==> config.mk <==
export PLATFORM = sky130hd
export DESIGN_NAME = image_mse_psnr_metric_core
export DESIGN_NICKNAME = d
export VERILOG_FILES = /design/src/imse_pkg.sv /design/src/imse_mult.sv /design/src/imse_divider.sv /design/src/image_mse_psnr_metric_core.sv
export VERILOG_INCLUDE_DIRS = /design/src /design/src/src
export SDC_FILE = /design/constraint.sdc
export NUM_CORES = 2
export LEC_CHECK = 0
export ABC_AREA = 1
export BUFFER_PORTS_ARGS = -buffer_cell sky130_fd_sc_hd__buf_2
export CAP_MARGIN = 10
export CORE_ASPECT_RATIO = 0.9
export CORE_MARGIN = 10
export CORE_UTILIZATION = 60
export CTS_CLUSTER_DIAMETER = 60
export DETAILED_ROUTE_END_ITERATION = 12
export MAX_ROUTING_LAYER = met4
export PLACE_DENSITY = 0.73
export SLEW_MARGIN = 20
export SYNTH_ARGS = -nofsm -noshare
export SYNTH_HDL_FRONTEND = slang
export SYNTH_SLANG_ARGS = --single-unit
export TNS_END_PERCENT = 5
==> constraint.sdc <==
create_clock -name clk -period 21.2 [get_ports clk]
set_input_delay 2.12 -clock clk [delete_from_list [all_inputs] [get_ports clk]]
set_output_delay 2.12 -clock clk [all_outputs]
set_load 0.05 [all_outputs]
==> src/image_mse_psnr_metric_core_assert.svh <==
// Assertion macros shared by the image MSE and PSNR metric RTL.
// Each macro expects clk and rst_n to be visible in the module that uses it.
`ifndef IMAGE_MSE_PSNR_METRIC_CORE_ASSERT_SVH
`define IMAGE_MSE_PSNR_METRIC_CORE_ASSERT_SVH

// A condition that must hold at every clock edge outside reset.
`define IMSE_ASSERT(lbl, cond, msg) \
    lbl: assert property (@(posedge clk) disable iff (!rst_n) (cond)) else $error(msg);

// An antecedent that implies a consequent in the same cycle.
`define IMSE_ASSERT_IMPL(lbl, ante, cons, msg) \
    lbl: assert property (@(posedge clk) disable iff (!rst_n) (ante) |-> (cons)) \
        else $error(msg);

// An antecedent that implies a consequent in the next cycle.
`define IMSE_ASSERT_NEXT(lbl, ante, cons, msg) \
    lbl: assert property (@(posedge clk) disable iff (!rst_n) (ante) |=> (cons)) \
        else $error(msg);

`endif

==> src/imse_pkg.sv <==
// Package for the image MSE and PSNR metric: shared widths and constants.
// Used by imse_mult, imse_divider and image_mse_psnr_metric_core.
`default_nettype none

package imse_pkg;

    localparam int MUL_W    = 32;
    localparam int PROD_W   = 2 * MUL_W;
    localparam int SUM_W    = 56;
    localparam int MSE_W    = 32;
    localparam int PSNR_W   = 16;
    localparam int LOG_FRAC = 16;
    localparam int EXP_W    = 5;

    // 10*log10(2) in Q16.
    localparam logic [MUL_W-1:0] TEN_LOG10_2_Q16 = 32'd197283;

endpackage

`default_nettype wire

==> src/imse_mult.sv <==
// Shared 32 by 32 unsigned multiplier with a registered product.
// Depends on imse_pkg for the operand and product widths.
`default_nettype none

module imse_mult
    import imse_pkg::*;
(
    input  wire logic              clk,
    input  wire logic [MUL_W-1:0]  op_a,
    input  wire logic [MUL_W-1:0]  op_b,
    output logic      [PROD_W-1:0] prod
);

    logic [PROD_W-1:0] prod_reg;

    always_ff @(posedge clk)
    begin
        prod_reg <= PROD_W'(op_a) * PROD_W'(op_b);
    end

    assign prod = prod_reg;

endmodule

`default_nettype wire

==> src/imse_divider.sv <==
// Restoring divider, one quotient bit per cycle, quotient saturated to 32 bits.
// Depends on imse_pkg for the quotient width.
`default_nettype none

module imse_divider
    import imse_pkg::*;
#(
    parameter int NUM_W = 56,
    parameter int DEN_W = 23
)
(
    input  wire logic             clk,
    input  wire logic             rst_n,
    input  wire logic             start,
    input  wire logic [NUM_W-1:0] numerator,
    input  wire logic [DEN_W-1:0] divisor,
    output logic                  done,
    output logic [MSE_W-1:0]      quotient
);

    localparam int CNT_W = $clog2(NUM_W);

    logic             busy_reg;
    logic             done_reg;
    logic [CNT_W-1:0] cnt_reg;
    logic [NUM_W-1:0] num_reg;
    logic [DEN_W-1:0] den_reg;
    logic [DEN_W-1:0] rem_reg;
    logic [MSE_W-1:0] quo_reg;
    logic             ovf_reg;

    logic [DEN_W:0]   rem_shift;
    logic             fits;
    logic [DEN_W:0]   rem_sub;

    // The partial remainder stays below the divisor, so one subtract per step.
    assign rem_shift = {rem_reg, num_reg[NUM_W-1]};
    assign fits      = rem_shift >= {1'b0, den_reg};
    assign rem_sub   = rem_shift - {1'b0, den_reg};

    always_ff @(posedge clk or negedge rst_n)
    begin
        if (!rst_n)
        begin
            busy_reg <= 1'b0;
            done_reg <= 1'b0;
            cnt_reg  <= '0;
        end
        else
        begin
            done_reg <= 1'b0;
            if (start)
            begin
                busy_reg <= 1'b1;
                cnt_reg  <= CNT_W'(NUM_W - 1);
            end
            else if (busy_reg)
            begin
                if (cnt_reg == '0)
                begin
                    busy_reg <= 1'b0;
                    done_reg <= 1'b1;
                end
                else
                begin
                    cnt_reg <= cnt_reg - 1'b1;
                end
            end
        end
    end

    always_ff @(posedge clk)
    begin
        if (start)
        begin
            num_reg <= numerator;
            den_reg <= divisor;
            rem_reg <= '0;
            quo_reg <= '0;
            ovf_reg <= 1'b0;
        end
        else if (busy_reg)
        begin
            num_reg <= {num_reg[NUM_W-2:0], 1'b0};
            rem_reg <= fits ? rem_sub[DEN_W-1:0] : rem_shift[DEN_W-1:0];
            quo_reg <= {quo_reg[MSE_W-2:0], fits};
            // Any quotient bit pushed past bit 31 means the mean does not fit.
            ovf_reg <= ovf_reg | quo_reg[MSE_W-1];
        end
    end

    assign done     = done_reg;
    assign quotient = ovf_reg ? '1 : quo_reg;

endmodule

`default_nettype wire

==> src/image_mse_psnr_metric_core.sv <==
// Image MSE and PSNR metric, top level: sequencer, accumulators and log2 unit.
// Depends on imse_pkg, imse_mult, imse_divider and the assertion macro header.
//
//   channel  direction  handshake            payload
//   pix      in         pix_valid/pix_stall  expected_pixel, actual_pixel, last_pixel
//   res      out        res_valid/res_stall  mse_value, psnr_db, psnr_infinite,
//                                            range_error
//
// A pixel pair that is not last passes through accept, square and accumulate.
// A last pair adds a load step, the bit-serial divide of a NUM_W-bit numerator
// (NUM_W is 56 + max(0, 32 - 2*PIXEL_FRAC_BITS)), normalization, the 16 squaring
// steps of the log2, a scaling step and a delivery step.
// The shared multiplier and the bit-serial divider make these steps run in turn.
// Reset clears the accumulators, the sequencer and the result valid flag.
// A stalled result holds in the output register; the next image's pairs are
// still accepted meanwhile, and only the delivery step waits for a free slot.
`default_nettype none
`include "image_mse_psnr_metric_core_assert.svh"

module image_mse_psnr_metric_core
    import imse_pkg::*;
#(
    parameter int COUNT_BITS      = 22,
    parameter int PIXEL_FRAC_BITS = 16
)
(
    input  wire logic                       clk,
    input  wire logic                       rst_n,
    input  wire logic                       pix_valid,
    output logic                            pix_stall,
    input  wire logic [PIXEL_FRAC_BITS:0]   expected_pixel,
    input  wire logic [PIXEL_FRAC_BITS:0]   actual_pixel,
    input  wire logic                       last_pixel,
    output logic                            res_valid,
    input  wire logic                       res_stall,
    output logic [MSE_W-1:0]                mse_value,
    output logic [PSNR_W-1:0]               psnr_db,
    output logic                            psnr_infinite,
    output logic                            range_error
);

    localparam int PIX_W = PIXEL_FRAC_BITS + 1;
    localparam int CNT_W = COUNT_BITS + 1;
    // The mean is sum * 2^(32 - 2F) / count; the scale is a shift either way.
    localparam int SHL   = (32 - 2 * PIXEL_FRAC_BITS > 0) ? 32 - 2 * PIXEL_FRAC_BITS : 0;
    localparam int SHR   = (2 * PIXEL_FRAC_BITS - 32 > 0) ? 2 * PIXEL_FRAC_BITS - 32 : 0;
    localparam int NUM_W = SUM_W + SHL;
    localparam int LOG_W = EXP_W + LOG_FRAC;
    localparam int NL_W  = LOG_W + 1;
    localparam int BIT_W = $clog2(LOG_FRAC);

    localparam logic [PIX_W-1:0] PIX_ONE = PIX_W'(1) << PIXEL_FRAC_BITS;
    localparam logic [NL_W-1:0]  LOG_TOP = NL_W'(32) << LOG_FRAC;

    typedef enum logic [9:0] {
        ST_IDLE      = 10'b00_0000_0001,
        ST_SQUARE    = 10'b00_0000_0010,
        ST_ACCUM     = 10'b00_0000_0100,
        ST_DIV_LOAD  = 10'b00_0000_1000,
        ST_DIVIDE    = 10'b00_0001_0000,
        ST_NORM      = 10'b00_0010_0000,
        ST_SQR_MUL   = 10'b00_0100_0000,
        ST_SQR_CHK   = 10'b00_1000_0000,
        ST_SCALE_MUL = 10'b01_0000_0000,
        ST_DELIVER   = 10'b10_0000_0000
    } state_t;

    state_t state_reg;
    state_t state_next;

    // Accumulation state.
    logic [SUM_W-1:0]   sum_reg;
    logic [CNT_W-1:0]   count_reg;
    logic               range_reg;
    logic [PIX_W-1:0]   diff_reg;
    logic               last_reg;

    // Result assembly.
    logic               flag_range_reg;
    logic               inf_reg;
    logic [MSE_W-1:0]   mse_reg;
    logic [PSNR_W-1:0]  psnr_reg;
    logic [MUL_W-1:0]   x_reg;
    logic [EXP_W-1:0]   exp_reg;
    logic [LOG_FRAC-1:0] frac_reg;
    logic [BIT_W-1:0]   bit_reg;
    logic               scale_pend_reg;

    // Output register.
    logic               res_valid_reg;
    logic [MSE_W-1:0]   res_mse_reg;
    logic [PSNR_W-1:0]  res_psnr_reg;
    logic               res_inf_reg;
    logic               res_range_reg;

    logic               pix_take;
    logic               res_take;
    logic               res_free;
    logic [PIX_W-1:0]   diff_abs;

    logic [MUL_W-1:0]   mul_a;
    logic [MUL_W-1:0]   mul_b;
    logic [PROD_W-1:0]  prod;

    logic [SUM_W:0]     sum_wide;
    logic [SUM_W-1:0]   sum_sat;
    logic [NUM_W-1:0]   numerator;
    logic               div_done;
    logic [MSE_W-1:0]   div_quot;

    logic [PROD_W-1:0]  sq_shift;
    logic [NL_W-1:0]    nl_value;
    logic [PROD_W-1:0]  psnr_round;
    logic [PROD_W-1:0]  psnr_full;
    logic [PSNR_W-1:0]  psnr_sat;

    assign pix_stall = (state_reg != ST_IDLE);
    assign pix_take  = pix_valid && !pix_stall;
    assign res_take  = res_valid_reg && !res_stall;
    assign res_free  = !res_valid_reg || !res_stall;

    assign diff_abs = (expected_pixel >= actual_pixel) ? expected_pixel - actual_pixel
                                                        : actual_pixel - expected_pixel;

    // Saturating accumulate of the registered square.
    assign sum_wide = {1'b0, sum_reg} + (SUM_W + 1)'(prod);
    assign sum_sat  = sum_wide[SUM_W] ? '1 : sum_wide[SUM_W-1:0];

    assign numerator = (NUM_W'(sum_reg) << SHL) >> SHR;

    // One squaring step of the log2: x*x in Q2.62 back to Q2.31 (33 bits).
    assign sq_shift = prod >> (MUL_W - 1);

    // -log2(mse) relative to 2^32, then scaled by 10*log10(2) with rounding.
    assign nl_value   = LOG_TOP - NL_W'({exp_reg, frac_reg});
    assign psnr_round = prod + (PROD_W'(1) << 23);
    assign psnr_full  = psnr_round >> 24;
    assign psnr_sat   = (|psnr_full[PROD_W-1:PSNR_W]) ? '1 : psnr_full[PSNR_W-1:0];

    always_comb
    begin
        mul_a = x_reg;
        mul_b = x_reg;
        case (state_reg)
            ST_SQUARE:
            begin
                mul_a = MUL_W'(diff_reg);
                mul_b = MUL_W'(diff_reg);
            end
            ST_SCALE_MUL:
            begin
                mul_a = MUL_W'(nl_value);
                mul_b = TEN_LOG10_2_Q16;
            end
            default:
            begin
                mul_a = x_reg;
                mul_b = x_reg;
            end
        endcase
    end

    imse_mult u_mult (
        .clk  (clk),
        .op_a (mul_a),
        .op_b (mul_b),
        .prod (prod)
    );

    imse_divider #(
        .NUM_W (NUM_W),
        .DEN_W (CNT_W)
    ) u_divider (
        .clk       (clk),
        .rst_n     (rst_n),
        .start     (state_reg == ST_DIV_LOAD),
        .numerator (numerator),
        .divisor   (count_reg),
        .done      (div_done),
        .quotient  (div_quot)
    );

    // Sequencer.
    always_comb
    begin
        state_next = state_reg;
        unique case (state_reg)
            ST_IDLE:
            begin
                if (pix_take)
                begin
                    state_next = ST_SQUARE;
                end
            end
            ST_SQUARE:
            begin
                state_next = ST_ACCUM;
            end
            ST_ACCUM:
            begin
                state_next = last_reg ? ST_DIV_LOAD : ST_IDLE;
            end
            ST_DIV_LOAD:
            begin
                state_next = ST_DIVIDE;
            end
            ST_DIVIDE:
            begin
                if (div_done)
                begin
                    // A zero mean has no logarithm: infinite PSNR, report 0.
                    state_next = (div_quot == '0) ? ST_DELIVER : ST_NORM;
                end
            end
            ST_NORM:
            begin
                if (x_reg[MUL_W-1])
                begin
                    state_next = ST_SQR_MUL;
                end
            end
            ST_SQR_MUL:
            begin
                state_next = ST_SQR_CHK;
            end
            ST_SQR_CHK:
            begin
                state_next = (bit_reg == '0) ? ST_SCALE_MUL : ST_SQR_MUL;
            end
            ST_SCALE_MUL:
            begin
                state_next = ST_DELIVER;
            end
            ST_DELIVER:
            begin
                // The scaled product lands in the cycle after ST_SCALE_MUL.
                if (res_free && !scale_pend_reg)
                begin
                    state_next = ST_IDLE;
                end
            end
            default:
            begin
                state_next = ST_IDLE;
            end
        endcase
    end

    always_ff @(posedge clk or negedge rst_n)
    begin
        if (!rst_n)
        begin
            state_reg      <= ST_IDLE;
            sum_reg        <= '0;
            count_reg      <= '0;
            range_reg      <= 1'b0;
            res_valid_reg  <= 1'b0;
            scale_pend_reg <= 1'b0;
        end
        else
        begin
            state_reg      <= state_next;
            scale_pend_reg <= (state_reg == ST_SCALE_MUL);

            if (pix_take)
            begin
                if (!count_reg[CNT_W-1])
                begin
                    count_reg <= count_reg + 1'b1;
                end
                if ((expected_pixel > PIX_ONE) || (actual_pixel > PIX_ONE))
                begin
                    range_reg <= 1'b1;
                end
            end

            if (state_reg == ST_ACCUM)
            begin
                sum_reg <= sum_sat;
            end

            // The divider captures sum and count at this edge; the image is done.
            if (state_reg == ST_DIV_LOAD)
            begin
                sum_reg   <= '0;
                count_reg <= '0;
                range_reg <= 1'b0;
            end

            if ((state_reg == ST_DELIVER) && res_free && !scale_pend_reg)
            begin
                res_valid_reg <= 1'b1;
            end
            else if (res_take)
            begin
                res_valid_reg <= 1'b0;
            end
        end
    end

    // Data path registers.
    always_ff @(posedge clk)
    begin
        if (pix_take)
        begin
            diff_reg <= diff_abs;
            last_reg <= last_pixel;
        end

        if (state_reg == ST_DIV_LOAD)
        begin
            flag_range_reg <= range_reg;
        end

        if ((state_reg == ST_DIVIDE) && div_done)
        begin
            mse_reg  <= div_quot;
            x_reg    <= div_quot;
            inf_reg  <= (div_quot == '0);
            exp_reg  <= EXP_W'(MUL_W - 1);
            frac_reg <= '0;
            bit_reg  <= BIT_W'(LOG_FRAC - 1);
            psnr_reg <= '0;
        end

        // Shift the mantissa up to Q1.31; the exponent is the top bit index.
        if ((state_reg == ST_NORM) && !x_reg[MUL_W-1])
        begin
            x_reg   <= {x_reg[MUL_W-2:0], 1'b0};
            exp_reg <= exp_reg - 1'b1;
        end

        if (state_reg == ST_SQR_CHK)
        begin
            frac_reg <= {frac_reg[LOG_FRAC-2:0], sq_shift[MUL_W]};
            x_reg    <= sq_shift[MUL_W] ? sq_shift[MUL_W:1] : sq_shift[MUL_W-1:0];
            bit_reg  <= bit_reg - 1'b1;
        end

        // The PSNR is staged here so that a result waiting on a stall keeps its payload.
        if (scale_pend_reg)
        begin
            psnr_reg <= psnr_sat;
        end

        if ((state_reg == ST_DELIVER) && res_free && !scale_pend_reg)
        begin
            res_mse_reg   <= mse_reg;
            res_psnr_reg  <= psnr_reg;
            res_inf_reg   <= inf_reg;
            res_range_reg <= flag_range_reg;
        end
    end

    assign res_valid     = res_valid_reg;
    assign mse_value     = res_mse_reg;
    assign psnr_db       = res_psnr_reg;
    assign psnr_infinite = res_inf_reg;
    assign range_error   = res_range_reg;

    `IMSE_ASSERT_IMPL(a_inf_psnr_zero, res_valid && psnr_infinite, psnr_db == '0, "infinite PSNR with nonzero dB")
    `IMSE_ASSERT_IMPL(a_div_done_state, div_done, state_reg == ST_DIVIDE, "divider finished outside divide step")
    `IMSE_ASSERT_NEXT(a_clear_after_load, state_reg == ST_DIV_LOAD, (sum_reg == '0) && (count_reg == '0) && !range_reg, "accumulators not cleared")
    `IMSE_ASSERT_IMPL(a_norm_nonzero, state_reg == ST_NORM, x_reg != '0, "normalizing a zero mean")

endmodule

`default_nettype wire
Word-level counts from Yosys, hierarchy flattened:

Cells that the tools add are included.

* memories: 0
* flip-flop bits (word level): 474
* ROM bits: 0
* memory bits (writable): 0
* bits of input ports: 39
* bits in latches: 0
* logic and storage cells: 141

* divide/modulo/power cells: 0
* bitwise operators: 1
* add/sub/neg operators: 10
* eq/ne operators: 17
* mux-type cells: 47
* order comparisons: 4
* shift-type cells: 0
* reductions and logical operators: 31
* multipliers: 1

Operator list (count)
* $mux 56: 5
* $mux 32: 5
* $pmux 32 s2: 2
* $pmux 10 s10: 1
* $mux 23: 4
* $add 64x24->64 const B: 1
* $mul 32x32->64: 1
* $mux 16: 4
* $add 56x57->57: 1
* $mux 10: 5
* $gt 17x17->1 const B: 2
* $sub 17x17->17: 2
* $logic_not 32->1: 1
* $ge 24x23->1: 1
* $reduce_or 24->1: 1
* $add 23x1->23 const B: 1
* $sub 23x23->23: 1
* $sub 22x21->22 const A: 1
* $mux 6: 3
* $ge 17x17->1: 1
* $mux 17: 1
* $reduce_bool 2->1: 8
* $mux 4: 3
* $mux 1: 11
* other kinds (27): 45

Longest topological paths before layout:

* word-level depth: 5
* mapped depth: 41
* depth with buffers taken out: 40

Cells and area by module:

Synthesis repeated with hierarchy kept, for this count alone.

* cell total of the unflattened synthesis: 8882
* area, all modules: 64853.4 sq um

By module, submodules not included
* imse_mult: cells each 5021, instances 1, area each 37379.6 sq um
* image_mse_psnr_metric_core: cells each 2918, instances 1, area each 20191.9 sq um
* imse_divider: cells each 943, instances 1, area each 7282.0 sq um

Least setup slack after synthesis:

OpenSTA, ideal clock, no wires.

* path kind: reg-to-reg
* start point: register state_reg[5]
* end point: register u_mult.prod_reg[63], in the netlist u_mult.prod[63]
* stages on the path, launching flop included: 31
* arrival time: 7.339 ns
* data required time: 21.088 ns
* setup slack: 13.749 ns
* path buffers: 2
* library setup time: 0.112 ns
* clock period less this slack: 7.451 ns
* path through: dfrtp_1 -> nor2_1 -> nand2_1 -> nor3_2 -> nand2_4 -> buf_2 -> o21ai_2 -> clkbuf_1 -> nor2_1 -> fa_1 -> fa_1 -> fa_1 -> inv_1 -> fa_1 -> inv_1 -> fa_1 -> inv_1 -> fa_1 -> inv_1 -> fa_1 -> fa_1 -> ha_1 -> nand2_1 -> nor2_1 -> inv_1 -> nor2_1 -> nand2_1 -> o21ai_0 -> nand3_1 -> nand3_1 -> nand2_1

* cells in the longest elaborated chain, start to end: 3

Ends and longest elaborated chain
* start, declared: RTL line image_mse_psnr_metric_core.sv:68 `state_t state_reg;`
* start signal, assigned: RTL line image_mse_psnr_metric_core.sv:262 `state_reg <= state_next;`
* $eq 10x9->1 or $eq 10x2->1 (tied branches): RTL line image_mse_psnr_metric_core.sv:144 `case (state_reg)`
* $pmux 32 s2: RTL line image_mse_psnr_metric_core.sv:144
* $mul 32x32->64 *: RTL line imse_mult.sv:18 `prod_reg <= PROD_W'(op_a) * PROD_W'(op_b);`
* end signal, assigned: RTL line imse_mult.sv:18
* end, declared: RTL line imse_mult.sv:14 `logic [PROD_W-1:0] prod_reg;`

Every way passes the cells marked *; elsewhere a longest branch is shown, timed or not.
A chain may end at the register's enable or synchronous reset.

Worst setup path after layout:

* start point: register state_reg[5]
* end point: register u_mult.prod_reg[50], in the netlist u_mult.prod[50]

Same word-level chain as after synthesis.

==> impl_metrics.json <==
{
  "nets": 9091,
  "rr_startpoint": "state_reg[5]$_DFFE_PN0P_",
  "dp_hpwl_um": 173000,
  "grt.total_usage_pct": 38.2,
  "fmax_ghz": 0.0910,
  "place.gp.congestion": 1.08,
  "cts-resized-gates": 0,
  "core_area_um2": 100000,
  "finalWorstSetupSlack_ns": 10.21,
  "finalClockSkew_ns": 0.0242,
  "r2r_cells": 37,
  "finalHoldViolCount": 0,
  "finalMaxSlewViolations": 0,
  "cts_root_buffer": "clkbuf_16",
  "synth_edf_count": 254,
  "grt_pass1_vias": 53200,
  "synth_top_area_share_pct": 29.2,
  "wirelength_um": 211000,
  "path_depth": 37,
  "utilization_pct": 64.2,
  "ys_ff_latch": 474,
  "grt_use_met2_pct": 56.7,
  "setup_tns_ns": 0,
  "cts_tree": "yes",
  "max_stage_delay_ns": 0.59,
  "outcome": "completed",
  "start_util_pct": 60.6,
  "finalSetupViolCount": 0,
  "drtAntennaViolNets": 0,
  "viasPerCell": 5.70,
  "drive_gt1_share_pct": 4.66,
  "cpLargestDelayFamily": "adder cells",
  "dp_cells": 9078,
  "layout.cells.non_filler": 9185,
  "pre_cts_ws_ns": 10.71,
  "crit_start": "state_reg[5]$_DFFE_PN0P_",
  "met1_usage_pct": 50.1,
  "grt.busiest_layer": "met2",
  "clock-sinks": 474,
  "die_area_um2": 114000,
  "crit_required_ns": 21.73,
  "yosysTopAreaCell": "fa_1",
  "cp_common_cell": "fa_1",
  "yosys_warnings": 0,
  "synthFlopType": "edfxtp_1",
  "drc": 0,
  "wl_per_cell_um": 23.0,
  "ys_top_cells_by_area": "fa_1 (29%), edfxtp_1 (13%), nand2_1 (12%), inv_1 (12%), ha_1 (7.8%)",
  "synth_nets": 9084,
  "vias": 52400,
  "row_count": 110,
  "grtUsageMet3_pct": 9.14,
  "grt_start_max_net_pins": 79,
  "finalCriticalPeriod_ns": 10.99,
  "max-slew-margin-rel_pct": 20.2,
  "rsz0062_at_grt": "no",
  "cts_max_level": 2,
  "end_kind": "register",
  "ioPinCount": 91,
  "clkTransAtPathRegs_ns": 0.06,
  "critPathArrivalTime_ns": 11.52,
  "yosysUniqueCellTypes": 65,
  "grt_antenna_before_repair": 10,
  "netlist_area_um2": 60700,
  "ys_seq_area_share_pct": 20.6,
  "clock_latency_ns": 0.65,
  "io_buffers": 90,
  "fillers": 8885,
  "fp.dieW_um": 355,
  "criticalPathCategory": "reg -> reg",
  "postCtsSetupRepairBufs": 0,
  "tightest_slew_ns": 1.20,
  "holdCritPathClass": "reg -> reg",
  "final_common_cell": "nand2_1",
  "final_cell_mix": "nand2_1 (2015), inv_1 (1861), fa_1 (884)",
  "synthToLayoutAreaGrowth_pct": 6.05,
  "r2r_setup_slack_ns": 10.21,
  "cts_buffers": 53,
  "syn_area_per_cell_um2": 7.80,
  "async_flop_share_pct": 21.1,
  "finalCritPeriodShare_pct": 51.8,
  "die_h_um": 322,
  "crit_buf_inv": 10,
  "grt_pass1_wl_um": 321000,
  "grt_overflow": 0,
  "firstDrtPassIters": 6,
  "largest_reg_flops": 64,
  "cap_violations": 0,
  "slowest_stage": "nand2_4",
  "hold_buffers": 0,
  "dr.first_iter.drc_count": 6087,
  "endpoint": "u_mult.prod[50]$_DFF_P_",
  "clockBufferDepth": 3,
  "worstSetupStartpointType": "register",
  "cp_max_fo": 31,
  "synthesis.instances": 7782,
  "reg2reg_to": "u_mult.prod[50]$_DFF_P_"
}
-- routing by layer --
layer / wire length, um / up-vias / share of wire, %
li1: - / 23300 / -
met1: 84100 / 25500 / 40
met2: 91600 / 2980 / 43
met3: 24600 / 624 / 12
met4: 10700 / 0 / 5.1
met5: 0 / - / 0
-- synth_stat cells, drive strengths merged, types with 2 or more instances --
library cell and n:
ha 379, a21o 17, xor2 95, nand2 2031
nand3 216, o21a 5, nand3b 6, nor2 746
o21bai 41, buf 94, xnor2 61, o21ai 175
nor4 18, clkinv 9, nand2b 2, dfrtp 99
o22ai 43, and3 3, a22oi 19, o31ai 4
nor3 48, a31oi 16, and2 4, clkbuf 107
nand4 78, a21boi 7, a32oi 2, o211ai 8
or2 9, o41ai 2, a221oi 2, fa 884
a21oi 278, inv 1895, edfxtp 254, dfxtp 120
-- how the worst min path moves through the flow --
stage	slack, ns	startpoint	end	cells past startpoint
after floorplan	0.40	mse_reg[0]$_DFFE_PP_	mse_value[0]$_DFFE_PP_	0
after global placement	0.40	psnr_reg[12]$_SDFFCE_PN0P_	psnr_db[12]$_DFFE_PP_	0
after detailed placement	0.40	mse_reg[3]$_DFFE_PP_	mse_value[3]$_DFFE_PP_	0
after CTS	0.42	psnr_reg[10]$_SDFFCE_PN0P_	psnr_db[10]$_DFFE_PP_	0
after global routing	0.42	psnr_reg[15]$_SDFFCE_PN0P_	psnr_db[15]$_DFFE_PP_	0
final	0.42	psnr_reg[10]$_SDFFCE_PN0P_	psnr_db[10]$_DFFE_PP_	0
-- area by class of cell --
type                    count  area [um^2]  share of cell area, %
inverters                1904         7160                   11.1
diodes                      7         17.5                 0.0272
multi-input cells        5203        40200                   62.4
well taps                1344         1680                   2.61
repair buffers            153          926                   1.44
clock buffers              61         1410                   2.19
flip-flops and latches    474        12500                   19.5
clock inverters            39          498                  0.774
-- metrics by stage --
stage / cell area (um^2) / hold slack, ns
final: 64400 / 0.417
after global routing: 64400 / 0.422
after CTS: 64400 / 0.418
after detailed placement: 62400 / 0.405
after global placement: 62400 / 0.403
after floorplan: 60700 / 0.400
-- kinds of logic after synthesis --
| family | count (synthesis) | share of synthesized area [%] |
|---|---|---|
| xor+xnor | 156 | 2.25 |
| buf+inv | 2105 | 13.3 |
| compound gates | 622 | 5.91 |
| flops | 474 | 20.6 |
| fa+ha+maj | 1263 | 37.0 |
| simple gates | 3162 | 20.9 |
-- worst register-to-register path, delay by kind of cell, from the launching register on --
kind            cells  cell delay, ns
fa+ha+maj           9            4.42
simple gates       16            4.17
buf+inv            10            1.49
flops               1            0.40
xor+xnor            1            0.25
compound gates      1            0.14
Power is not shown: default switching activity piles up to over one toggle a cycle in this logic, so the estimate is an artifact.
